## src/rtl/grce_pkg.sv

```systemverilog
// Shared types and constants for the glyph row color expander.
// No dependencies; every other file in rtl/ uses it by scoped names.
`default_nettype none

package grce_pkg;

  localparam int GLYPH_HEIGHT = 16;
  localparam int SCAN_W = 13;
  localparam int PROD_W = SCAN_W + 16;
  localparam int COL_OFF_W = 13;

  localparam logic [1:0] MODE_32BPP = 2'd0;
  localparam logic [1:0] MODE_24BPP = 2'd1;
  localparam logic [1:0] MODE_16BPP = 2'd2;
  localparam logic [1:0] MODE_NONE  = 2'd3;

  localparam logic [1:0] REG_PIXEL_MODE = 2'd0;
  localparam logic [1:0] REG_LINE_PITCH = 2'd1;
  localparam logic [1:0] REG_FRAME_BASE = 2'd2;

  localparam logic [15:0] PITCH_RESET = 16'd4096;

  typedef struct packed {
    logic [31:0] addr;
    logic [7:0]  bits;
    logic [31:0] color;
    logic [1:0]  mode;
  } entry_t;

  typedef struct packed {
    logic   valid;
    entry_t entry;
  } push_t;

  typedef struct packed {
    logic   valid;
    entry_t entry;
  } head_t;

endpackage

`default_nettype wire

```

## src/rtl/grce_front.sv

```systemverilog
// Front end: takes glyph rows, forms the row base address, drops the unused mode.
// Depends on grce_pkg.
`default_nettype none

module grce_front (
  input  wire logic                clk,
  input  wire logic                rst,
  input  wire logic                start,
  output logic                     busy,
  input  wire logic [7:0]          cell_column,
  input  wire logic [7:0]          cell_row,
  input  wire logic [3:0]          glyph_line,
  input  wire logic [7:0]          glyph_bits,
  input  wire logic [31:0]         fg_color,
  input  wire logic [1:0]          pixel_mode,
  input  wire logic [15:0]         line_pitch,
  input  wire logic [31:0]         frame_base,
  input  wire logic                q_full,
  output grce_pkg::push_t          push
);

  logic                            s1_valid;
  logic [1:0]                      s1_mode;
  logic [grce_pkg::PROD_W-1:0]     s1_prod;
  logic [grce_pkg::COL_OFF_W-1:0]  s1_col_off;
  logic [7:0]                      s1_bits;
  logic [31:0]                     s1_color;

  logic                            advance;
  logic                            accept;
  logic [grce_pkg::SCAN_W-1:0]     scan;
  logic [grce_pkg::PROD_W-1:0]     prod;
  logic [grce_pkg::COL_OFF_W-1:0]  col_off;
  logic [grce_pkg::COL_OFF_W-1:0]  col_ext;

  assign advance = !s1_valid || (s1_mode == grce_pkg::MODE_NONE) || !q_full;
  assign busy    = !advance;
  assign accept  = start && advance;

  assign scan = grce_pkg::SCAN_W'(cell_row) * grce_pkg::SCAN_W'(grce_pkg::GLYPH_HEIGHT)
              + grce_pkg::SCAN_W'(glyph_line);
  assign prod = grce_pkg::PROD_W'(scan) * grce_pkg::PROD_W'(line_pitch);
  assign col_ext = grce_pkg::COL_OFF_W'(cell_column);

  always_comb begin
    unique case (pixel_mode)
      grce_pkg::MODE_32BPP: col_off = col_ext << 5;
      grce_pkg::MODE_24BPP: col_off = (col_ext << 4) + (col_ext << 3);
      default:              col_off = col_ext << 4;
    endcase
  end

  always_ff @(posedge clk) begin
    if (rst) begin
      s1_valid <= 1'b0;
    end else if (advance) begin
      s1_valid <= accept;
    end
    if (accept) begin
      s1_mode    <= pixel_mode;
      s1_prod    <= prod;
      s1_col_off <= col_off;
      s1_bits    <= glyph_bits;
      s1_color   <= fg_color;
    end
  end

  always_comb begin
    push.valid       = s1_valid && (s1_mode != grce_pkg::MODE_NONE) && !q_full;
    push.entry.addr  = frame_base + 32'(s1_prod) + 32'(s1_col_off);
    push.entry.bits  = s1_bits;
    push.entry.color = s1_color;
    push.entry.mode  = s1_mode;
  end

endmodule

`default_nettype wire

```

## src/rtl/grce_queue.sv

```systemverilog
// Two-entry queue of decoded rows between the front end and the writer.
// Depends on grce_pkg.
`default_nettype none

module grce_queue (
  input  wire logic             clk,
  input  wire logic             rst,
  input  wire grce_pkg::push_t  push,
  output logic                  full,
  input  wire logic             pop,
  output grce_pkg::head_t       head
);

  grce_pkg::entry_t slots [2];
  logic             wr_ptr;
  logic             rd_ptr;
  logic [1:0]       count;
  logic             do_pop;

  assign full       = (count == 2'd2);
  assign do_pop     = pop && (count != 2'd0);
  assign head.valid = (count != 2'd0);
  assign head.entry = slots[rd_ptr];

  always_ff @(posedge clk) begin
    if (rst) begin
      wr_ptr <= 1'b0;
      rd_ptr <= 1'b0;
      count  <= 2'd0;
    end else begin
      if (push.valid) begin
        wr_ptr <= !wr_ptr;
      end
      if (do_pop) begin
        rd_ptr <= !rd_ptr;
      end
      count <= count + 2'(push.valid) - 2'(do_pop);
    end
    if (push.valid) begin
      slots[wr_ptr] <= push.entry;
    end
  end

endmodule

`default_nettype wire

```

## src/rtl/grce_back.sv

```systemverilog
// Writer: expands one queued row into framebuffer word writes, one per cycle.
// Depends on grce_pkg.
`default_nettype none

module grce_back (
  input  wire logic             clk,
  input  wire logic             rst,
  input  wire grce_pkg::head_t  head,
  output logic                  pop,
  output logic                  write_valid,
  output logic [31:0]           write_address,
  output logic [31:0]           write_data,
  output logic                  last_write
);

  logic             active;
  grce_pkg::entry_t cur;
  logic [2:0]       k;

  logic [2:0]       last_k;
  logic             fin;
  logic             take;
  logic [31:0]      word;
  logic [23:0]      c24;
  logic [15:0]      one;
  logic [3:0]       grp;
  logic [31:0]      p1, p2, p3, p4;
  logic [1:0]       j;
  logic [2:0]       sel;

  always_comb begin
    unique case (cur.mode)
      grce_pkg::MODE_24BPP: last_k = 3'd5;
      grce_pkg::MODE_16BPP: last_k = 3'd3;
      default:              last_k = 3'd7;
    endcase
  end

  assign fin  = active && (k == last_k);
  assign take = !active || fin;
  assign pop  = take && head.valid;

  assign c24 = cur.color[23:0];
  assign one = {cur.color[23:19], cur.color[15:10], cur.color[7:3]};
  assign grp = (k >= 3'd3) ? cur.bits[3:0] : cur.bits[7:4];
  assign j   = (k >= 3'd3) ? 2'(k - 3'd3) : k[1:0];
  assign p1  = grp[3] ? {8'h00, c24} : 32'h0;
  assign p2  = grp[2] ? {8'h00, c24} : 32'h0;
  assign p3  = grp[1] ? {8'h00, c24} : 32'h0;
  assign p4  = grp[0] ? {8'h00, c24} : 32'h0;
  assign sel = 3'd7 - k;

  always_comb begin
    unique case (cur.mode)
      grce_pkg::MODE_24BPP: begin
        unique case (j)
          2'd0:    word = p1 | (p2 << 24);
          2'd1:    word = (p2 >> 8) | (p3 << 16);
          default: word = (p3 >> 16) | (p4 << 8);
        endcase
      end
      grce_pkg::MODE_16BPP: begin
        word = {cur.bits[3'd6 - {k[1:0], 1'b0}] ? one : 16'h0,
                cur.bits[3'd7 - {k[1:0], 1'b0}] ? one : 16'h0};
      end
      default: word = cur.bits[sel] ? cur.color : 32'h0;
    endcase
  end

  always_ff @(posedge clk) begin
    if (rst) begin
      active      <= 1'b0;
      write_valid <= 1'b0;
    end else begin
      write_valid <= active;
      if (take) begin
        active <= head.valid;
      end
    end
    if (take) begin
      cur <= head.entry;
      k   <= 3'd0;
    end else begin
      k <= k + 3'd1;
    end
    write_address <= cur.addr + {27'd0, k, 2'b00};
    write_data    <= word;
    last_write    <= fin;
  end

endmodule

`default_nettype wire

```

## src/rtl/glyph_row_color_expander_core.sv

```systemverilog
// Top level of the glyph row color expander: config registers, front end, queue, writer.
// Depends on grce_pkg, grce_front, grce_queue and grce_back.
//
// Use: drive one glyph row (cell_column, cell_row, glyph_line, glyph_bits,
// fg_color) with start; it is taken at a clock edge where start is high and
// busy is low. Each row gives framebuffer word writes on write_address,
// write_data and last_write, each shown for one cycle with write_valid high;
// last_write marks the final word of the row. The receiver cannot stall.
// Registers are written over cfg_valid/cfg_ready (always ready) with cfg_index
// and cfg_data: 0 pixel_mode, 1 line_pitch, 2 frame_base. Write them only
// while no row is in flight. Rows in pixel mode 3 produce no writes.
// A row passes the front-end stage register, a queue slot and the writer's row
// register, and its words leave through registered outputs. Throughput: the
// writer emits one word per cycle, and a row gives 8 words at 32 bpp, 6 at 24 bpp
// and 4 at 16 bpp; a two-row queue lets the front end keep taking rows while the
// writer works; a row already queued follows the last with no gap on the write port.
// Reset: clears the pipeline and queue and sets pixel_mode 0, line_pitch 4096,
// frame_base 0.
`default_nettype none

module glyph_row_color_expander_core (
  input  wire logic        clk,
  input  wire logic        rst,
  input  wire logic        start,
  output logic             busy,
  input  wire logic [7:0]  cell_column,
  input  wire logic [7:0]  cell_row,
  input  wire logic [3:0]  glyph_line,
  input  wire logic [7:0]  glyph_bits,
  input  wire logic [31:0] fg_color,
  input  wire logic        cfg_valid,
  output logic             cfg_ready,
  input  wire logic [1:0]  cfg_index,
  input  wire logic [31:0] cfg_data,
  output logic             write_valid,
  output logic [31:0]      write_address,
  output logic [31:0]      write_data,
  output logic             last_write
);

  logic [1:0]       pixel_mode;
  logic [15:0]      line_pitch;
  logic [31:0]      frame_base;

  grce_pkg::push_t  push;
  grce_pkg::head_t  head;
  logic             q_full;
  logic             pop;

  assign cfg_ready = 1'b1;

  always_ff @(posedge clk) begin
    if (rst) begin
      pixel_mode <= grce_pkg::MODE_32BPP;
      line_pitch <= grce_pkg::PITCH_RESET;
      frame_base <= 32'h0;
    end else if (cfg_valid && cfg_ready) begin
      unique case (cfg_index)
        grce_pkg::REG_PIXEL_MODE: pixel_mode <= cfg_data[1:0];
        grce_pkg::REG_LINE_PITCH: line_pitch <= cfg_data[15:0];
        grce_pkg::REG_FRAME_BASE: frame_base <= cfg_data;
        default: ;
      endcase
    end
  end

  grce_front u_front (
    .clk         (clk),
    .rst         (rst),
    .start       (start),
    .busy        (busy),
    .cell_column (cell_column),
    .cell_row    (cell_row),
    .glyph_line  (glyph_line),
    .glyph_bits  (glyph_bits),
    .fg_color    (fg_color),
    .pixel_mode  (pixel_mode),
    .line_pitch  (line_pitch),
    .frame_base  (frame_base),
    .q_full      (q_full),
    .push        (push)
  );

  grce_queue u_queue (
    .clk  (clk),
    .rst  (rst),
    .push (push),
    .full (q_full),
    .pop  (pop),
    .head (head)
  );

  grce_back u_back (
    .clk           (clk),
    .rst           (rst),
    .head          (head),
    .pop           (pop),
    .write_valid   (write_valid),
    .write_address (write_address),
    .write_data    (write_data),
    .last_write    (last_write)
  );

endmodule

`default_nettype wire

```

## config.mk

```make
export PLATFORM = sky130hd
export DESIGN_NAME = glyph_row_color_expander_core
export DESIGN_NICKNAME = d
export VERILOG_FILES = /design/src/rtl/grce_pkg.sv /design/src/rtl/grce_front.sv /design/src/rtl/grce_queue.sv /design/src/rtl/grce_back.sv /design/src/rtl/glyph_row_color_expander_core.sv
export SDC_FILE = /design/constraint.sdc
export NUM_CORES = 1
export LEC_CHECK = 0
export BUFFER_PORTS_ARGS = -buffer_cell sky130_fd_sc_hd__buf_2
export CORE_AREA = 2 2 211 213
export DETAILED_ROUTE_END_ITERATION = 10
export DIE_AREA = 0 0 213 215
export PLACE_DENSITY_LB_ADDON = 0.15
export REMOVE_ABC_BUFFERS = 1
export SETUP_SLACK_MARGIN = 0.4
export SLEW_MARGIN = 20
export SYNTH_ARGS = -nofsm -noshare
export SYNTH_HDL_FRONTEND = slang
export SYNTH_HIERARCHICAL = 1
export SYNTH_SLANG_ARGS = --single-unit
```

## constraint.sdc

```tcl
create_clock -name clk -period 7.55 [get_ports clk]
set_input_delay 0.755 -clock clk [delete_from_list [all_inputs] [get_ports clk]]
set_output_delay 0.755 -clock clk [all_outputs]
set_load 0.05 [all_outputs]
```

==> impl_metrics.toml <==
[critical_path]
cp.required_ns = 7.85
path_class = "reg -> reg"
cp_slowest_stage_delay_ns = 0.53
path_cells = "and2_1 -> fa_1 -> inv_1 -> fa_1 -> inv_1 -> fa_1 -> inv_1 -> fa_1 -> fa_1 -> inv_1 -> ha_1 -> nand2_1 -> o32ai_1 -> o21ai_0 -> a21oi_1 -> o22ai_1 -> a21oi_1 -> xor2_1"
crit-reg2reg-launch = "line_pitch[7]"
worstPathMaxFanout = 13
crit_start = "line_pitch[7]"
critical-path-slowest-cell = "sky130_fd_sc_hd__fa_1"
worstRegToRegCells = 18
element_type_at_the_critical_path_start = "register"
crit-reg2reg-capture = "u_front/s1_prod[25]"
worst_setup_path_end_kind = "register"
cp_data_arrival_time_ns = 5.99
critPathTopFamily = "adder cells"
path_common_cell = "sky130_fd_sc_hd__fa_1"
critPathBufInv = 4
r2r_setup_slack_ns = 1.86

[sta]
setup_violations = 0
rsz_0062_raised_after_global_routing = "no"
timing.fmax_mhz = 176
maxSlewHeadroom = 0.239
sum_of_negative_setup_slack_ns = 0
worst_case_setup_margin_in_the_final_layout_ns = 1.86
timing_max_transition_violations_final = 0
fin_crit_ns = 5.69
worstMarginPinSlew_ns = 1.13
hold-worst-slack_ns = 0.368
clock_skews_ns = 0.0210
final_min_period_over_clock_period = 0.754
number_of_hold_violations_in_the_final_report = 0

[cts]
cts_resized = 0
tritoncts = "done"
clock_latency_ns = 0.57
clkSinkCount = 429
post_cts_hold_buffer_count = 0
htree_levels = 2
clk_pin_slew_ns = 0.06
worst_case_clock_buffer_depth = 3
cts_buffers = 45
post-cts-setup-buffer-count = 0
root_buffer = "sky130_fd_sc_hd__clkbuf_16"

[die]
die_height_um = 215
die-width_um = 213
rows = 77
die_footprint_um2 = 45800
io_pins = 166
floorplan.initialDensity = 0.595
fp.coreArea_um2 = 43600

[min_path]
hold_depth = 0
min_path_type = "reg -> reg"
hold_start = "u_back/cur[43]"
min_delay_worst_endpoint = "u_back/write_address[1]"

[final_layout]
sequential_area_um2 = 11600
areaGrowthSynthToFinish_pct = 9.96
n_fill_cell = 3343
multi_input_area_um2 = 12900
layout.core_utilization = 0.654
fin_nets = 2706
layout_cells_sized_above_1 = 0.154

[global_routing]
grt_start_max_net_pins = 92
track_usage = 0.238
grt_pass1_vias = 16800
grt_first_pass_wirelength_mm = 86.4
antenna_found_initial = 2
gr-total-overflow = 0

[logic_synthesis]
synth-seq-cells = 429
synthMostInstantiatedCell = "sky130_fd_sc_hd__edfxtp_1"
yosysTopAreaCell = "sky130_fd_sc_hd__edfxtp_1"
synth-seq-area-share = 0.448
netlist.area_leader.share = 0.351
netlist_top_cells_area = "sky130_fd_sc_hd__edfxtp_1 (35%), sky130_fd_sc_hd__fa_1 (12%), sky130_fd_sc_hd__dfxtp_1 (9.7%)"
synthCells = 2201
postSynthAreaPerCell_um2 = 11.8
synth_flop_cell = "sky130_fd_sc_hd__edfxtp_1"
synth.yosys.warnings = 6
post_synthesis_instance_area_um2 = 26000
most_frequent_cells_after_synthesis = "sky130_fd_sc_hd__edfxtp_1 (303), sky130_fd_sc_hd__inv_1 (219), sky130_fd_sc_hd__fa_1 (154)"
proportion_of_register_bits_with_asynchronous_set_or_reset_after_synthesis = 0
synth_edf_count = 303
post_synth_num_cell_types = 83

[placed_design]
pre_cts_ws_ns = 1.51
portBuffers = 164
finalWeightedCongestion = 0.884
place.detailed.hpwl_mm = 38.9

[route]
final_antenna_net_count = 0
drt_iter0_markers = 1142
wl_mm = 53.7
routedWlPerCell_um = 18.3
post-route-drc-count = 0
vias_per_cell = 5.60
drt_first_pass_iters = 7
vias = 16400

[power]
finalPower_mw = 8.76
vdd_ir_drop_max_mv = 0.225
cellLeakagePower_nw = 12.3
pwrdens_nw_per_um2 = 307

[run]
cap_viol_max_count = 0

[outcome]
status = "finished clean"
==> cell families (layout without fill, tap and decap cells) <==
group / Yosys count / in the layout / share of synthesized area
adder cells (fa/ha/maj): 304 / 304 / 0.191
buffers and inverters: 341 / 481 / 0.0572
flip-flops: 429 / 429 / 0.448
XOR/XNOR: 87 / 87 / 0.0299
other: 1 / 3 / 0.000145
AND/OR/NAND/NOR: 545 / 545 / 0.112
AO/OA/AOI/OAI: 351 / 351 / 0.0912
multiplexers: 143 / 143 / 0.0702
==> metal layers <==
layer,wire length (um),GRT usage,up-vias,part of all wire
li1,-,-,7838,-
met1,22000,0.296,8009,0.41
met3,2810,0.0348,104,0.052
met2,27600,0.429,473,0.51
met4,1330,0.0685,0,0.025
met5,0,0,-,0
==> worst max path at each step <==
stage	end	slack (ns)	cells past startpoint
2_1_floorplan	u_front/s1_prod[27]	2.08	18
3_3_place_gp	u_front/s1_prod[27]	1.60	19
3_5_place_dp	u_front/s1_prod[27]	1.51	19
4_1_cts	u_front/s1_prod[27]	1.90	17
5_1_grt	u_front/s1_prod[25]	1.60	18
6_report	u_front/s1_prod[25]	1.86	18
==> report_power, final <==
group	internal [mW]	switching [mW]
Sequential	3.19	0.425
Combinational	1.05	1.84
Clock	1.35	0.896
Total	5.59	3.16
==> worst reg2reg max path: cells and delay by family (launching register included) <==
| kind | cells | cell delay [ns] |
|---|---|---|
| AOI/OAI and AO/OA | 5 | 1.49 |
| xor gates and xnor gates | 1 | 0.09 |
| adders and majority gates | 6 | 2.81 |
| buffers and inverters | 4 | 0.19 |
| DFF | 1 | 0.50 |
| and+or+nand+nor | 2 | 0.36 |
==> per-stage QoR <==
stage	instance area [um2]	instances
finish	28500	2935
global route	28500	2933
CTS	28500	2933
detailed placement	27000	2849
global placement	27000	2849
floorplan	25300	2079
==> state kept, by name, indices dropped and copies added, names as in the netlist, 2 cells and up, named ones only <==
name,flops
frame_base,32
line_pitch,16
pixel_mode,2
u_back/c24,24
u_back/cur,50
u_back/k,3
u_back/write_address,32
u_back/write_data,32
u_front/s1_bits,8
u_front/s1_col_off,10
u_front/s1_color,32
u_front/s1_mode,2
u_front/s1_prod,29
u_queue/count,2
u_queue/slots,148
==> area by class of cell <==
type / count / share of cell area
clock inverter: 21 / 0.00789
clock buffer: 63 / 0.0459
inverter: 219 / 0.0288
multi-input combinational: 1431 / 0.451
timing repair buffer: 178 / 0.0326
tap: 592 / 0.0260
sequential: 429 / 0.407
antenna: 2 / 0.000175
==> placed cells by master (no fill, tap or decap), types with 5 or more instances in the layout <==
cell and count:
sky130_fd_sc_hd__fa_1 154, sky130_fd_sc_hd__and3_1 33, sky130_fd_sc_hd__xor2_1 24, sky130_fd_sc_hd__clkbuf_1 9, sky130_fd_sc_hd__and3b_1 5, sky130_fd_sc_hd__clkbuf_8 5
sky130_fd_sc_hd__nor3_1 9, sky130_fd_sc_hd__a32oi_1 32, sky130_fd_sc_hd__o21ai_0 28, sky130_fd_sc_hd__inv_1 219, sky130_fd_sc_hd__a21o_1 34, sky130_fd_sc_hd__and2_1 113
sky130_fd_sc_hd__nand3_1 19, sky130_fd_sc_hd__clkbuf_16 48, sky130_fd_sc_hd__buf_2 164, sky130_fd_sc_hd__o21a_1 6, sky130_fd_sc_hd__mux2i_1 58, sky130_fd_sc_hd__o31ai_1 59
sky130_fd_sc_hd__edfxtp_1 303, sky130_fd_sc_hd__xnor2_1 62, sky130_fd_sc_hd__mux2_2 17, sky130_fd_sc_hd__a31oi_1 16, sky130_fd_sc_hd__mux2_4 64, sky130_fd_sc_hd__ha_1 150
sky130_fd_sc_hd__dfxtp_1 125, sky130_fd_sc_hd__o21ai_1 5, sky130_fd_sc_hd__nor2_1 63, sky130_fd_sc_hd__clkinv_2 6, sky130_fd_sc_hd__o21bai_1 7, sky130_fd_sc_hd__a21oi_1 123
sky130_fd_sc_hd__nand4_1 18, sky130_fd_sc_hd__nand2b_1 93, sky130_fd_sc_hd__buf_4 13, sky130_fd_sc_hd__nand2_1 146, sky130_fd_sc_hd__nor2b_1 13
No activity file was read; power rests on OpenSTA's default activity.
